`src/hdl/tfg_pkg.sv`:
```
// ----------------------------------------------------------------------------
// tfg_pkg
// shared types, command codes and constants of the tangent fan generator
// ----------------------------------------------------------------------------
package tfg_pkg;

  localparam int CompBits  = 16;
  localparam int Frac      = CompBits - 2;
  localparam int TrigFrac  = 20;
  localparam int CordicSteps = 16;
  localparam int InBits    = 6 * CompBits;
  localparam int OutBits   = 56;

  localparam logic signed [33:0] CORDIC_GAIN = 34'sd652032874;

  // configuration register indexes
  localparam logic CFG_COUNT = 1'b0;
  localparam logic CFG_STEP  = 1'b1;

  // datapath command codes
  localparam logic [4:0] OP_NOP   = 5'd0;
  localparam logic [4:0] OP_LOAD  = 5'd1;
  localparam logic [4:0] OP_DOT   = 5'd2;
  localparam logic [4:0] OP_DSUM  = 5'd3;
  localparam logic [4:0] OP_PROJ  = 5'd4;
  localparam logic [4:0] OP_TSUB  = 5'd5;
  localparam logic [4:0] OP_NORM  = 5'd6;
  localparam logic [4:0] OP_SQ    = 5'd7;
  localparam logic [4:0] OP_SQI   = 5'd8;
  localparam logic [4:0] OP_SQRT  = 5'd9;
  localparam logic [4:0] OP_DVI   = 5'd10;
  localparam logic [4:0] OP_DIV   = 5'd11;
  localparam logic [4:0] OP_CROSS = 5'd12;
  localparam logic [4:0] OP_WSUM  = 5'd13;
  localparam logic [4:0] OP_CINIT = 5'd14;
  localparam logic [4:0] OP_CSTEP = 5'd15;
  localparam logic [4:0] OP_TRIG  = 5'd16;
  localparam logic [4:0] OP_MUL   = 5'd17;
  localparam logic [4:0] OP_EMIT  = 5'd18;

  typedef struct packed {
    logic [4:0] op;
    logic [4:0] iter;
    logic [3:0] idx;
    logic       last;
    logic       first;
  } cmd_t;

  typedef struct packed {
    logic norm_done;
    logic degen;
    logic out_free;
  } stat_t;

  // arctangent of 2^-i in 1/2^24 turn
  function automatic logic [21:0] atan_lut(input logic [3:0] i);
    logic [21:0] v;
    case (i)
      4'd0:    v = 22'd2097152;
      4'd1:    v = 22'd1238021;
      4'd2:    v = 22'd654136;
      4'd3:    v = 22'd332050;
      4'd4:    v = 22'd166669;
      4'd5:    v = 22'd83416;
      4'd6:    v = 22'd41718;
      4'd7:    v = 22'd20860;
      4'd8:    v = 22'd10430;
      4'd9:    v = 22'd5215;
      4'd10:   v = 22'd2608;
      4'd11:   v = 22'd1304;
      4'd12:   v = 22'd652;
      4'd13:   v = 22'd326;
      4'd14:   v = 22'd163;
      default: v = 22'd81;
    endcase
    return v;
  endfunction

endpackage

```
`src/hdl/tfg_ctrl.sv`:
```
// ----------------------------------------------------------------------------
// tfg_ctrl
// sequencer that steps the datapath through one request and its fan
// ----------------------------------------------------------------------------
module tfg_ctrl #(
  parameter int MAX_DIRECTIONS = 16
) (
  input  logic           clk,
  input  logic           rst_n,
  input  logic           in_tvalid,
  output logic           in_tready,
  input  logic [4:0]     direction_count,
  input  tfg_pkg::stat_t stat,
  output tfg_pkg::cmd_t  cmd
);

  localparam int KW = $clog2(MAX_DIRECTIONS + 1);

  localparam logic [4:0] S_IDLE  = 5'd0;
  localparam logic [4:0] S_DOT   = 5'd1;
  localparam logic [4:0] S_DSUM  = 5'd2;
  localparam logic [4:0] S_PROJ  = 5'd3;
  localparam logic [4:0] S_TSUB  = 5'd4;
  localparam logic [4:0] S_NORM  = 5'd5;
  localparam logic [4:0] S_SQ    = 5'd6;
  localparam logic [4:0] S_SQI   = 5'd7;
  localparam logic [4:0] S_SQRT  = 5'd8;
  localparam logic [4:0] S_DVI   = 5'd9;
  localparam logic [4:0] S_DIV   = 5'd10;
  localparam logic [4:0] S_CROSS = 5'd11;
  localparam logic [4:0] S_WSUM  = 5'd12;
  localparam logic [4:0] S_DIR   = 5'd13;
  localparam logic [4:0] S_CSTEP = 5'd14;
  localparam logic [4:0] S_TRIG  = 5'd15;
  localparam logic [4:0] S_MUL   = 5'd16;
  localparam logic [4:0] S_EMIT  = 5'd17;

  logic [4:0]    state_r, state_nxt;
  logic [4:0]    it_r, it_nxt;
  logic [KW-1:0] k_r, k_nxt, cnt_r, cnt_nxt, cap;
  logic [KW+3:0] kx;
  logic          last;

  assign in_tready = (state_r == S_IDLE);
  assign kx   = (KW+4)'(k_r);
  assign last = ((KW+1)'(k_r) + (KW+1)'(1)) == (KW+1)'(cnt_r);

  always_comb begin
    if (int'(direction_count) > MAX_DIRECTIONS) cap = KW'(MAX_DIRECTIONS);
    else                                        cap = KW'(direction_count);
  end

  always_comb begin
    state_nxt = state_r;
    it_nxt    = it_r;
    k_nxt     = k_r;
    cnt_nxt   = cnt_r;
    cmd       = '0;
    cmd.op    = tfg_pkg::OP_NOP;
    cmd.iter  = it_r;
    cmd.idx   = kx[3:0];
    cmd.last  = last;
    cmd.first = (k_r == '0);
    unique case (state_r)
      S_IDLE: if (in_tvalid) begin
        cmd.op  = tfg_pkg::OP_LOAD;
        cnt_nxt = cap;
        k_nxt   = '0;
        if (cap != '0) state_nxt = S_DOT;
      end
      S_DOT:  begin cmd.op = tfg_pkg::OP_DOT;  state_nxt = S_DSUM; end
      S_DSUM: begin cmd.op = tfg_pkg::OP_DSUM; state_nxt = S_PROJ; end
      S_PROJ: begin cmd.op = tfg_pkg::OP_PROJ; state_nxt = S_TSUB; end
      S_TSUB: begin cmd.op = tfg_pkg::OP_TSUB; state_nxt = S_NORM; end
      S_NORM: begin
        if (stat.degen) begin
          state_nxt = S_DIR;
        end else if (stat.norm_done) begin
          it_nxt    = '0;
          state_nxt = S_SQ;
        end else begin
          cmd.op = tfg_pkg::OP_NORM;
        end
      end
      S_SQ: begin
        cmd.op = tfg_pkg::OP_SQ;
        it_nxt = it_r + 5'd1;
        if (it_r == 5'd2) state_nxt = S_SQI;
      end
      S_SQI: begin cmd.op = tfg_pkg::OP_SQI; it_nxt = '0; state_nxt = S_SQRT; end
      S_SQRT: begin
        cmd.op = tfg_pkg::OP_SQRT;
        it_nxt = it_r + 5'd1;
        if (it_r == 5'd31) state_nxt = S_DVI;
      end
      S_DVI: begin cmd.op = tfg_pkg::OP_DVI; it_nxt = '0; state_nxt = S_DIV; end
      S_DIV: begin
        cmd.op = tfg_pkg::OP_DIV;
        it_nxt = it_r + 5'd1;
        if (it_r == 5'd14) state_nxt = S_CROSS;
      end
      S_CROSS: begin cmd.op = tfg_pkg::OP_CROSS; state_nxt = S_WSUM; end
      S_WSUM:  begin cmd.op = tfg_pkg::OP_WSUM;  state_nxt = S_DIR;  end
      S_DIR: begin
        if (stat.degen || k_r == '0) begin
          state_nxt = S_EMIT;
        end else begin
          cmd.op    = tfg_pkg::OP_CINIT;
          it_nxt    = '0;
          state_nxt = S_CSTEP;
        end
      end
      S_CSTEP: begin
        cmd.op = tfg_pkg::OP_CSTEP;
        it_nxt = it_r + 5'd1;
        if (it_r == 5'd15) state_nxt = S_TRIG;
      end
      S_TRIG: begin cmd.op = tfg_pkg::OP_TRIG; state_nxt = S_MUL;  end
      S_MUL:  begin cmd.op = tfg_pkg::OP_MUL;  state_nxt = S_EMIT; end
      S_EMIT: if (stat.out_free) begin
        cmd.op = tfg_pkg::OP_EMIT;
        k_nxt  = k_r + KW'(1);
        state_nxt = last ? S_IDLE : S_DIR;
      end
      default: state_nxt = S_IDLE;
    endcase
  end

  always_ff @(posedge clk) begin
    if (!rst_n) begin
      state_r <= S_IDLE;
      it_r    <= '0;
      k_r     <= '0;
      cnt_r   <= '0;
    end else begin
      state_r <= state_nxt;
      it_r    <= it_nxt;
      k_r     <= k_nxt;
      cnt_r   <= cnt_nxt;
    end
  end

endmodule

```
`config.mk`:
```
export PLATFORM = sky130hd
export DESIGN_NAME = tfg_ctrl
export DESIGN_NICKNAME = d
export VERILOG_FILES = /design/src/hdl/tfg_pkg.sv /design/src/hdl/tfg_ctrl.sv
export SDC_FILE = /design/constraint.sdc
export NUM_CORES = 1
export LEC_CHECK = 0
export BUFFER_PORTS_ARGS = -buffer_cell sky130_fd_sc_hd__buf_4
export CAP_MARGIN = 20
export CORE_UTILIZATION = 50
export DETAILED_ROUTE_END_ITERATION = 6
export PLACE_DENSITY = 0.75
export SLEW_MARGIN = 10
export SYNTH_ARGS = -nofsm -noshare
export SYNTH_HDL_FRONTEND = slang
export SYNTH_SLANG_ARGS = --single-unit
```
`constraint.sdc`:
```
create_clock -name clk -period 2 [get_ports clk]
set_input_delay 0.1 -clock clk [delete_from_list [all_inputs] [get_ports clk]]
set_output_delay 0.1 -clock clk [all_outputs]
set_load 0.01 [all_outputs]
```
==> impl_results.md <==
* GR Util All Layers at a little under a quarter
* P_leak at 0.000775 uW
* Place WS at -0.0301 ns
* Drt initial violations at 117
* Worst-Margin Slew at around 0.52 ns
* Largest net degree at the start of global routing at 21
* First-pass GRT wire length at between 6 and 7 mm
* RSZ-0062 raised after global routing: true
* Failing checks: design-rule violations
* Type of the tightest min-delay check: input port to flip-flop
* Tmin final at between 1.5 and 2 ns
* Overflow after GRT at 0
* Row count at 19
* Fin. max-slew vios at 0
* Crit Path Class: flip-flop to output pin
* Max cap viols at 0
* Worst-case clock buffer depth at 2
* Setup_tns at 0 ns
* Initial antenna violation count at 0
* Final-stage net count at 240
* Clk slew on worst S/H paths at between 0.1 and 0.15 ns
* Post-synth EDFFs at 0
* Die height at 57.5 um
* Worst relative slew slack at 65.6%
* Vias at between 1500 and 2000
* Dpl hpwl at 2.70 mm
* Post-synthesis sequential area ratio at around a quarter
* Syn_area_per_cell at 8.05 um2
* Synth area leader: dfxtp_1
* # diodes at 0
* Initial Util at a little over half
* Post-Syn Instances at between 150 and 200
* Drt first pass iters at 6
* Ys async rst share at 0%
* Post-route design area at 1900 um2
* Final setup fails at 0
* Syn nets at approximately 210
* Clock sink count at 20
* Routability congestion estimate at approximately 0.96
* CTS Buf Count at 3
* Number of synthesized register bits at 20
* Most used DFF post-synth: dfxtp_1
* Synth cell types at 56
* Drt via density at between 6 and 7
* Setup slack after layout at 0.0211 ns
* Area grow syn2layout at 23.4%
* Post-Route WL at between 3 and 4 mm
* Core area at between 2000 and 3000 um2
* Top cells by area, synth: dfxtp_1 26%, nor2b_1 5.3%, a21oi_1 4.9%
* PwrDens at ~470 nW/um2
* Die area at roughly 3300 um2
* CP Data Arrival Time at 1.88 ns
* Max Clock Skew at between 0.002 and 0.003 ns
* Worst setup SP type: flip-flop
* CTS tree: built
* Number of global-route vias before repair at between 1000 and 1500
* H-Tree Level Count at 1
* Worst Setup End Kind: output pin
* Worst Path Required at roughly 1.9 ns
* Synthesized cell area at approximately 1500 um2
* Placed cell area at roughly 1800 um2
* Die X at 57.5 um
* Filler cells at between 200 and 250
* DR DRC count at 3
* Worst skew pair latency at between 0.2 and 0.3 ns
* Top-area cell type share of the netlist area at 26.0%
* CTS Root Cell: clkbuf_4
* Period Utilization, post-route at a little over nine tenths
* VDD IR-drop max at between 0.2 and 0.3 mV
* Fraction of layout cells with a size suffix above 1 at between 30% and 40%
* Io pins at 28
* Drt wl/cell at 15.0 um
* Antenna Nets Post-Route at 0
* Status: finished, violations left
* Final Hold Fails at 0
* PortBufs at 27
* Fmax at slightly above 500 MHz
* Worst-path fanout max at 6
* Hold_buf cts at 0
* YS warnings at 0
* Core Util, Final at about 67%
==> power breakdown <==
part / total [uW] / switching, uW / internal (uW)
sequential: 432 / 23.4 / 409
clock: 234 / 124 / 111
combinational: 231 / 122 / 109
==> path summary, 6_finish.rpt <==
kind	start	to	slack, ns	cells past startpoint
min	direction_count[4]	cnt_r[4]	0.11	3
min reg2reg	cnt_r[2]	cnt_r[2]	0.54	2
max reg2reg	it_r[0]	state_r[0]	0.10	8
max	k_r[1]	cmd[12]	0.02	8
==> Yosys cell counts (all sizes together), types with 4 or more instances <==
cell type  number
nor2b          13
and3            4
ha              6
nor2           17
o21ai          14
inv             6
a21oi          15
dfxtp          20
buf            11
or3             4
a21boi          8
nor3            4
nor3b           4
nand3           6
nand2           9
clkbuf          5
==> repair_timing <==
action,4_1_cts,5_1_grt
pin swaps,3,6
setup endpoints to repair,7,7
buffers inserted,0,7
resized for setup,6,12
==> cell families (layout without fill, tap and decap cells) <==
logic type                 count (synthesis)  after routing  share of synthesized area [%]
AOI/OAI and AO/OA                         55             55                           23.0
muxes                                      3              3                           2.03
xor gates and xnor gates                   5              5                           3.82
buffers and inverters                     22             53                           7.65
and+or+nand+nor                           80             80                           32.5
adders and majority gates                  6              6                           4.88
DFF                                       20             20                           26.0
==> routing by layer <==
layer	global-route usage, %	vias up	part of all wire (%)
li1	-	752	-
met4	11.5	0	1.0
met5	0	-	0
met1	32.1	718	48
met2	37.5	54	46
met3	3.40	6	5.2
==> area by class of cell <==
| type | count | area [um2] | area share (%) |
|---|---|---|---|
| timing repair buffer | 43 | 323 | 17.0 |
| multi-input combinational | 149 | 1060 | 55.9 |
| clock buffer | 4 | 36.3 | 1.91 |
| sequential | 20 | 417 | 22.0 |
| inverter | 6 | 22.5 | 1.19 |
| tap | 31 | 38.8 | 2.04 |
==> flip-flops by register name (all words and copies together) (netlist names) <==
name     flops
cnt_r        5
it_r         5
k_r          5
state_r      5
==> worst max-delay path, stage by stage, from the launching register on <==
cell and delay, ns:
dfxtp_4 0.37, inv_1 0.05, ha_1 0.14, nor4b_4 0.39, o311a_1 0.20, nor2_1 0.04, mux2i_1 0.13, o21ai_1 0.10
buf_4 0.15
==> stage by stage <==
stage,total power [uW],std cells,hold WS (ns)
3_3_place_gp,653,243,0.393
6_report,897,253,0.108
4_1_cts,898,247,0.0991
2_1_floorplan,580,191,0.266
3_5_place_dp,660,243,0.414
5_1_grt,944,253,0.119
==> cells in the final DEF (no fill, tap or decap), types with 2 or more instances in the layout <==
cell type	count
mux2i_1	2
o21ai_1	6
a21boi_0	3
dfxtp_2	4
or3_1	4
o21ai_0	7
a21boi_1	5
nand3_1	5
clkbuf_4	3
o22ai_1	3
nand2_1	9
buf_4	43
nor2_1	17
a21oi_1	14
a211oi_1	2
dfxtp_1	13
inv_1	6
xnor2_1	3
dfxtp_4	3
nand4_1	2
and2_1	2
nor3_1	2
nor3b_1	4
nand2b_1	2
nand3b_1	3
nor4b_4	2
and3_1	3
a22oi_1	2
nor3_2	2
ha_1	4
nor2b_1	13
o311a_1	2
Power figures use the tool's default switching activity.
